<file path="src/rtl/circular_bus_panner_unit_defines.svh">
// Assertion macros for the circular bus panner unit.
// Used by the top level only; no other dependencies.
`ifndef CIRCULAR_BUS_PANNER_UNIT_DEFINES_SVH
`define CIRCULAR_BUS_PANNER_UNIT_DEFINES_SVH

`ifndef NO_ASSERTIONS
`define CBP_ASSERT(lbl, prop, msg) \
  lbl: assert property (@(posedge clk_i) disable iff (!rst_ni) prop) else $error(msg);
`define CBP_ASSERT_ALWAYS(lbl, prop, msg) \
  lbl: assert property (@(posedge clk_i) prop) else $error(msg);
`else
`define CBP_ASSERT(lbl, prop, msg)
`define CBP_ASSERT_ALWAYS(lbl, prop, msg)
`endif

`endif

</file>
<file path="src/rtl/cbp_pkg.sv">
// Package for the circular bus panner unit: widths, register indexes,
// sequencer states. No dependencies.
`timescale 1ns / 1ps
`default_nettype none

package cbp_pkg;

  localparam int unsigned MaxBusesDef = 8;
  localparam int unsigned SampleW     = 24;
  localparam int unsigned FracW       = 16;
  localparam int unsigned CountW      = 4;
  localparam int unsigned IdxOutW     = 3;
  localparam int unsigned CfgIdxW     = 2;
  localparam int unsigned CfgDataW    = 16;
  localparam int unsigned GainW       = FracW + 1;
  localparam int unsigned InDataW     = 2 * SampleW;
  localparam int unsigned OutDataW    = 56;

  localparam logic [GainW-1:0]  OneQ16      = 17'h10000;
  localparam logic [CountW-1:0] BusCountRst = 4'd2;

  typedef enum logic [CfgIdxW-1:0] {
    REG_PAN    = 2'd0,
    REG_COUNT  = 2'd1,
    REG_SPREAD = 2'd2
  } cfg_reg_e;

  typedef enum logic [1:0] {
    ST_DIST,
    ST_DIV,
    ST_STORE,
    ST_READY
  } seq_state_e;

endpackage

`default_nettype wire

</file>
<file path="src/rtl/circular_bus_panner_unit.sv">
// Circular bus panner: splits one stereo pair into one gain-scaled pair per bus.
// Depends on cbp_pkg and circular_bus_panner_unit_defines.svh.
`timescale 1ns / 1ps
`default_nettype none
`include "circular_bus_panner_unit_defines.svh"

// Each accepted stereo pair yields n result pairs (n = active buses, 1..MAX_BUSES),
// bus 0 first, one per cycle while the master side does not stall, tlast on the final
// bus. A new pair is taken only as the last bus of the previous pair leaves the bus
// expander; results pass through the gain lookup, multiply and output registers. Bus
// gains are held in a small table filled by a bit-serial divider after reset and
// after every register write; during that fill the slave side is held off.
// Register writes are always taken.
module circular_bus_panner_unit #(
  parameter int unsigned MAX_BUSES = cbp_pkg::MaxBusesDef
) (
  input  wire logic                          clk_i,
  input  wire logic                          rst_ni,
  // config write channel
  input  wire logic                          cfg_valid_i,
  output logic                               cfg_ready_o,
  input  wire logic [cbp_pkg::CfgIdxW-1:0]   cfg_index_i,
  input  wire logic [cbp_pkg::CfgDataW-1:0]  cfg_data_i,
  // slave stream
  input  wire logic                          s_axis_tvalid,
  output logic                               s_axis_tready,
  input  wire logic [cbp_pkg::InDataW-1:0]   s_axis_tdata,  // left, right
  // master stream
  output logic                               m_axis_tvalid,
  input  wire logic                          m_axis_tready,
  output logic [cbp_pkg::OutDataW-1:0]       m_axis_tdata,  // bus_index, bus_left,
                                                             // bus_right, zero pad
  output logic                               m_axis_tlast   // last_bus
);
  import cbp_pkg::*;

  localparam int unsigned IW = (MAX_BUSES > 1) ? $clog2(MAX_BUSES) : 1;
  localparam int unsigned CW = IW + 1;
  localparam int unsigned NB = $clog2(MAX_BUSES + 1);
  localparam int unsigned AW = FracW + NB;
  localparam int unsigned NW = AW + FracW;
  localparam int unsigned KW = $clog2(NW);
  localparam int unsigned PW = SampleW + GainW + 1;

  // ---------------- registers ----------------
  logic [FracW-1:0]  pan_q, spread_q;
  logic [CountW-1:0] count_q;
  logic              cfg_wr;

  assign cfg_ready_o = 1'b1;
  assign cfg_wr      = cfg_valid_i & cfg_ready_o;

  always_ff @(posedge clk_i or negedge rst_ni) begin
    if (!rst_ni) begin
      pan_q    <= '0;
      count_q  <= BusCountRst;
      spread_q <= '0;
    end else if (cfg_wr) begin
      case (cfg_reg_e'(cfg_index_i))
        REG_PAN:    pan_q    <= cfg_data_i;
        REG_COUNT:  count_q  <= cfg_data_i[CountW-1:0];
        REG_SPREAD: spread_q <= cfg_data_i;
        default: ;
      endcase
    end
  end

  logic [4:0]    cnt_ext, max_ext, n_ext;
  logic [NB-1:0] n_act;

  assign cnt_ext = 5'(count_q);
  assign max_ext = 5'(MAX_BUSES);
  assign n_ext   = (cnt_ext == 5'd0) ? 5'd1 : ((cnt_ext > max_ext) ? max_ext : cnt_ext);
  assign n_act   = NB'(n_ext);

  // ---------------- gain sequencer ----------------
  seq_state_e     state_q, state_d;
  logic [IW-1:0]  bidx_q;
  logic [KW-1:0]  step_q;
  logic [NW-1:0]  num_q, quo_q;
  logic [FracW:0] rem_q;
  logic [GainW-1:0] gain_tab_q [MAX_BUSES];

  logic seq_load, seq_step, seq_store, seq_ready, seq_last;

  assign seq_last = ((CW'(bidx_q) + 1'b1) == CW'(n_act));

  always_comb begin
    state_d = state_q;
    case (state_q)
      ST_DIST:  state_d = ST_DIV;
      ST_DIV:   if (step_q == '0) state_d = ST_STORE;
      ST_STORE: state_d = seq_last ? ST_READY : ST_DIST;
      ST_READY: state_d = ST_READY;
      default:  state_d = ST_DIST;
    endcase
    if (cfg_wr) state_d = ST_DIST;
  end

  always_comb begin
    seq_load  = 1'b0;
    seq_step  = 1'b0;
    seq_store = 1'b0;
    seq_ready = 1'b0;
    case (state_q)
      ST_DIST:  seq_load  = 1'b1;
      ST_DIV:   seq_step  = 1'b1;
      ST_STORE: seq_store = 1'b1;
      ST_READY: seq_ready = 1'b1;
      default: ;
    endcase
  end

  always_ff @(posedge clk_i or negedge rst_ni) begin
    if (!rst_ni) begin
      state_q <= ST_DIST;
      bidx_q  <= '0;
    end else begin
      state_q <= state_d;
      if (cfg_wr) begin
        bidx_q <= '0;
      end else if (seq_store && !seq_last) begin
        bidx_q <= bidx_q + 1'b1;
      end
    end
  end

  // circular distance, scaled by n * 2^16
  logic [AW-1:0] pos_a, pos_b, full, diff, wrap, arc_len;

  assign pos_a   = AW'(pan_q) * AW'(n_act);
  assign pos_b   = {AW'(bidx_q)} << FracW;
  assign full    = {AW'(n_act)} << FracW;
  assign diff    = (pos_a > pos_b) ? (pos_a - pos_b) : (pos_b - pos_a);
  assign wrap    = full - diff;
  assign arc_len = (wrap < diff) ? wrap : diff;

  // restoring divide, one quotient bit per cycle
  logic [FracW+1:0] trial, denom;
  logic             fits;
  logic [GainW-1:0] ratio, gain_new;

  assign denom    = {1'b0, OneQ16} + (FracW + 2)'(spread_q);
  assign trial    = {rem_q, num_q[NW-1]};
  assign fits     = (trial >= denom);
  assign ratio    = (quo_q > NW'(OneQ16)) ? OneQ16 : quo_q[GainW-1:0];
  assign gain_new = OneQ16 - ratio;

  always_ff @(posedge clk_i) begin
    if (seq_load) begin
      num_q  <= {arc_len, {FracW{1'b0}}};
      quo_q  <= '0;
      rem_q  <= '0;
      step_q <= KW'(NW - 1);
    end else if (seq_step) begin
      num_q  <= {num_q[NW-2:0], 1'b0};
      quo_q  <= {quo_q[NW-2:0], fits};
      rem_q  <= fits ? (FracW + 1)'(trial - denom) : trial[FracW:0];
      step_q <= step_q - 1'b1;
    end
    if (seq_store) begin
      gain_tab_q[bidx_q] <= gain_new;
    end
  end

  // ---------------- sample pipeline ----------------
  logic                      v0_q, v1_q, v2_q, v3_q;
  logic                      rdy1, rdy2, rdy3, adv0, last0, in_acc;
  logic signed [SampleW-1:0] l0_q, r0_q, l1_q, r1_q;
  logic [IW-1:0]             i0_q, i1_q, i2_q, i3_q;
  logic                      t1_q, t2_q, t3_q;
  logic [GainW-1:0]          g1_q;
  logic signed [PW-1:0]      p2_l_q, p2_r_q;
  logic [SampleW-1:0]        o3_l_q, o3_r_q;

  assign rdy3  = !v3_q || m_axis_tready;
  assign rdy2  = !v2_q || rdy3;
  assign rdy1  = !v1_q || rdy2;
  assign adv0  = v0_q && rdy1;
  assign last0 = ((CW'(i0_q) + 1'b1) == CW'(n_act));

  assign s_axis_tready = seq_ready && (!v0_q || (rdy1 && last0));
  assign in_acc        = s_axis_tvalid && s_axis_tready;

  always_ff @(posedge clk_i or negedge rst_ni) begin
    if (!rst_ni) begin
      v0_q <= 1'b0;
      v1_q <= 1'b0;
      v2_q <= 1'b0;
      v3_q <= 1'b0;
      i0_q <= '0;
    end else begin
      if (in_acc) begin
        v0_q <= 1'b1;
        i0_q <= '0;
      end else if (adv0) begin
        if (last0) begin
          v0_q <= 1'b0;
        end else begin
          i0_q <= i0_q + 1'b1;
        end
      end
      if (rdy1) v1_q <= v0_q;
      if (rdy2) v2_q <= v1_q;
      if (rdy3) v3_q <= v2_q;
    end
  end

  always_ff @(posedge clk_i) begin
    if (in_acc) begin
      l0_q <= s_axis_tdata[SampleW-1:0];
      r0_q <= s_axis_tdata[2*SampleW-1:SampleW];
    end
    if (rdy1) begin
      l1_q <= l0_q;
      r1_q <= r0_q;
      i1_q <= i0_q;
      t1_q <= last0;
      g1_q <= gain_tab_q[i0_q];
    end
    if (rdy2) begin
      p2_l_q <= PW'(l1_q) * $signed({1'b0, g1_q});
      p2_r_q <= PW'(r1_q) * $signed({1'b0, g1_q});
      i2_q   <= i1_q;
      t2_q   <= t1_q;
    end
    if (rdy3) begin
      o3_l_q <= p2_l_q[FracW+SampleW-1:FracW];
      o3_r_q <= p2_r_q[FracW+SampleW-1:FracW];
      i3_q   <= i2_q;
      t3_q   <= t2_q;
    end
  end

  assign m_axis_tvalid = v3_q;
  assign m_axis_tlast  = t3_q;
  assign m_axis_tdata  = {{(OutDataW - IdxOutW - 2 * SampleW){1'b0}},
                          o3_r_q, o3_l_q, IdxOutW'(i3_q)};

  // ---------------- checks ----------------
  `CBP_ASSERT(a_in_only_ready, s_axis_tvalid && s_axis_tready |-> state_q == ST_READY,
              "request taken while gain table not ready")
  `CBP_ASSERT(a_cfg_holds_off, cfg_valid_i && cfg_ready_o |=> !s_axis_tready,
              "slave side open right after register write")
  `CBP_ASSERT(a_last_index, m_axis_tvalid && m_axis_tlast |-> (CW'(i3_q) + 1'b1) == CW'(n_act),
              "tlast on wrong bus")
  `CBP_ASSERT(a_gain_range, v1_q |-> g1_q <= OneQ16, "bus gain above unity")

endmodule

`default_nettype wire
</file>
<file path="config.mk">
export PLATFORM = sky130hd
export DESIGN_NAME = circular_bus_panner_unit
export DESIGN_NICKNAME = d
export VERILOG_FILES = /design/src/rtl/cbp_pkg.sv /design/src/rtl/circular_bus_panner_unit.sv
export VERILOG_INCLUDE_DIRS = /design/src /design/src/rtl
export SDC_FILE = /design/constraint.sdc
export NUM_CORES = 2
export LEC_CHECK = 0
export ABC_AREA = 0
export BUFFER_PORTS_ARGS = -buffer_cell sky130_fd_sc_hd__buf_4
export CORE_UTILIZATION = 65
export DETAILED_ROUTE_END_ITERATION = 16
export PLACE_DENSITY = 0.89
export SLEW_MARGIN = 20
export SYNTH_ARGS = -nofsm -noshare
export SYNTH_HDL_FRONTEND = slang
export SYNTH_SLANG_ARGS = --single-unit
</file>
<file path="constraint.sdc">
create_clock -name clk_i -period 10.7 [get_ports clk_i]
set_input_delay 1.605 -clock clk_i [delete_from_list [all_inputs] [get_ports clk_i]]
set_output_delay 1.605 -clock clk_i [all_outputs]
set_load 0.005 [all_outputs]
</file>
==> impl_metrics.env <==
export IMPL_outcome="completed"
export IMPL_track_usage_pct=33.0
export IMPL_rows=100
export IMPL_clk_latency_ns=0.65
export IMPL_wl_um=122000
export IMPL_cts_setup_buffers=0
export IMPL_firstDrtPassIters=6
export IMPL_synthArstFlopShare_pct=9.92
export IMPL_num_io_pins=131
export IMPL_cts_root_buf="clkbuf_16"
export IMPL_cts_path_max_buffers=3
export IMPL_hpwl_um=85500
export IMPL_setup_viol=0
export IMPL_avgSynthCellArea_um2=10.4
export IMPL_start_kind="flop"
export IMPL_drv_slew=0
export IMPL_fin_crit_sh_pct=92.2
export IMPL_post_drt_wl_per_cell_um=21.1
export IMPL_grt_util_met2_pct=56.5
export IMPL_fin_setup_tns_ns=0
export IMPL_grt_overflow_total=0
export IMPL_fp_dieW_um=278
export IMPL_top_usage_layer="met2"
export IMPL_routed_via_density=5.98
export IMPL_critical_path_max_stage_delay_ns=0.59
export IMPL_drt_iter0_markers=3084
export IMPL_netlist_area_um2=49500
export IMPL_ys_seq_area_share_pct=27.7
export IMPL_fmax_mhz=101
export IMPL_cts_sinks=484
export IMPL_use_met3_pct=6.03
export IMPL_coreArea_um2=74800
export IMPL_htree_num_levels=2
export IMPL_gp_congestion=0.892
export IMPL_synth_edf_count=377
export IMPL_slew_headroom_pct=22.3
export IMPL_dieArea_um2=77200
export IMPL_synth_yosys_warnings=0
export IMPL_ys_ff_latch=484
export IMPL_die_h_um=278
export IMPL_grt_pass1_vias=38200
export IMPL_cp_slowest_cell="dfrtp_2"
export IMPL_nets=5893
export IMPL_io_buffer_count=124
export IMPL_use_met1_pct=39.7
export IMPL_clkTransAtPathRegs_ns=0.06
export IMPL_required_ns=11.12
export IMPL_antenna_left=0
export IMPL_critPathCaptureType="flop"
export IMPL_drc=0
export IMPL_fillers=4792
export IMPL_min_path_type="flop to flop"
export IMPL_cts_buffers=51
export IMPL_path_max_fanout=26
export IMPL_rsz0062_at_grt="false"
export IMPL_crit_arrival_ns=10.29
export IMPL_finClkSkew_ns=0.0289
export IMPL_cts_tree="done"
export IMPL_synthCells=4740
export IMPL_initial_utilization_pct=66.1
export IMPL_grt_pass1_wl_um=198000
export IMPL_antenna_found_initial=2
export IMPL_area_growth_pct=7.36
export IMPL_via_count=34600
export IMPL_cap_violations=0
export IMPL_drive_gt1_share_pct=8.49
export IMPL_grt_start_max_net_pins=100
export IMPL_cts_hold_buf=0
export IMPL_synthFlopType="edfxtp_1"
export IMPL_crit_type="flop to flop"
export IMPL_tightest_slew_ns=1.16
export IMPL_synthDistinctLibCells=91
export IMPL_period_needed_ns=9.86
export IMPL_hold_viol=0
## final cells by class
cell class	count	area [µm²]	share of cell area, %
well taps	969	1210	2.28
clock inverters	31	389	0.733
multi-input cells	3111	31500	59.3
flip-flops and latches	484	13700	25.8
inverters	936	3510	6.62
diodes	2	5.00	0.00943
repair buffers	181	1360	2.56
clock buffers	65	1420	2.67
## kinds of logic after synthesis
| group | share of synthesized area (%) |
|---|---|
| AO/OA/AOI/OAI | 5.36 |
| XOR/XNOR | 2.03 |
| adder cells (fa/ha/maj) | 39.0 |
| buffers and inverters | 8.80 |
| flip-flops | 27.7 |
| multiplexers | 3.27 |
| other | 0.0152 |
| AND/OR/NAND/NOR | 13.8 |
## flip-flops by register name, summed over array words and instances, names as in the netlist, 17 cells and up
name,cells
g1_q,17
quo_q,36
p2_l_q,24
rem_q,17
p2_r_q,24
o3_l_q,24
o3_r_q,24
l0_q,24
r1_q,24
l1_q,24
r0_q,24
gain_tab_q,136
num_q,20
## layer usage
layer | up-vias | wire length (µm) | share of wire, %
met1 | 17200 | 42200 | 35
met2 | 1959 | 61000 | 50
li1 | 14800 | - | -
met3 | 574 | 11600 | 9.5
met4 | 2 | 7170 | 5.9
met5 | - | 9 | 0.0074
## stage by stage
step                      instance area, µm²  utilization (%)  instances  hold WS (ns)  setup WS [ns]
final                                  53100             71.0       5779         0.415          0.838
after global routing                   53100             71.0       5777         0.418          0.138
after CTS                              53100             70.9       5777         0.415          0.545
after detailed placement               51300             68.5       5681         0.405          0.675
after global placement                 51300             68.5       5681         0.401          0.636
after floorplan                        49500                -       4744         0.400           2.36
## path summary, 6_finish.rpt
kind                                  from    endpoint  slack, ns  cells after the start
worst max-delay path            count_q[3]   num_q[24]       0.84                     32
worst min-delay path               i1_q[2]     i2_q[2]       0.41                      0
worst max register to register  count_q[3]   num_q[24]       0.84                     32
worst min register to register     i1_q[2]     i2_q[2]       0.41                      0
max in group asynchronous           rst_ni  state_q[1]       9.31                      1
min in group asynchronous           rst_ni   pan_q[14]       0.97                      1
## placed cells by master (no fill, tap or decap), types with 14 or more instances in the layout
cell / instances
dfxtp_1: 59
mux2i_1: 23
a21o_1: 26
mux2_2: 55
o21a_1: 23
nor2_1: 134
nor2b_1: 23
fa_1: 804
dfrtp_1: 44
buf_4: 181
o211ai_1: 14
and3_1: 15
and2_1: 387
nand2b_1: 14
a21oi_1: 73
nand4_1: 22
ha_1: 253
mux4_2: 34
xnor2_1: 82
nand3_1: 37
inv_1: 934
a211oi_1: 17
xor2_1: 31
nor3_1: 38
o21ai_0: 114
clkbuf_16: 52
nand2_1: 683
edfxtp_1: 377
## Yosys cell counts (13+ instances only)
library cell,number,share of area (%)
dfrtp_1,47,2.4
a21o_1,26,0.39
nor4_1,15,0.19
clkbuf_1,188,1.4
ha_1,253,6.4
nand2_1,684,5.2
xnor2_1,82,1.5
xor2_1,31,0.55
nand2b_1,14,0.18
a21oi_1,73,0.74
mux4_2,34,1.5
inv_1,935,7.1
o21a_1,23,0.35
mux2_2,55,1.3
nor2_1,134,1.0
nand4_1,22,0.28
edfxtp_1,377,23
dfxtp_1,59,2.4
nor3_1,42,0.42
and3_1,15,0.19
and2_1,388,4.9
mux2i_1,23,0.47
nand3_1,38,0.38
nor2b_1,23,0.29
a31oi_1,13,0.16
o21ai_0,114,1.2
a211oi_1,17,0.26
o211ai_1,14,0.21
fa_1,804,33
## worst max-delay path, delay by kind of cell (launching register included)
family,cells,cell delay (ns)
simple gates,7,1.83
flops,1,0.59
xor+xnor,2,0.42
buf+inv,1,0.05
compound gates,16,4.27
fa+ha+maj,6,2.47
## timing repair
action,in CTS,in global routing
setup endpoints to repair,0,7
gates resized for setup,0,1
endpoints found under the hold margin,0,0
Power is left out: the tool's default activity adds up to more than one toggle a clock period on the data nets, which glitch-free logic cannot reach.
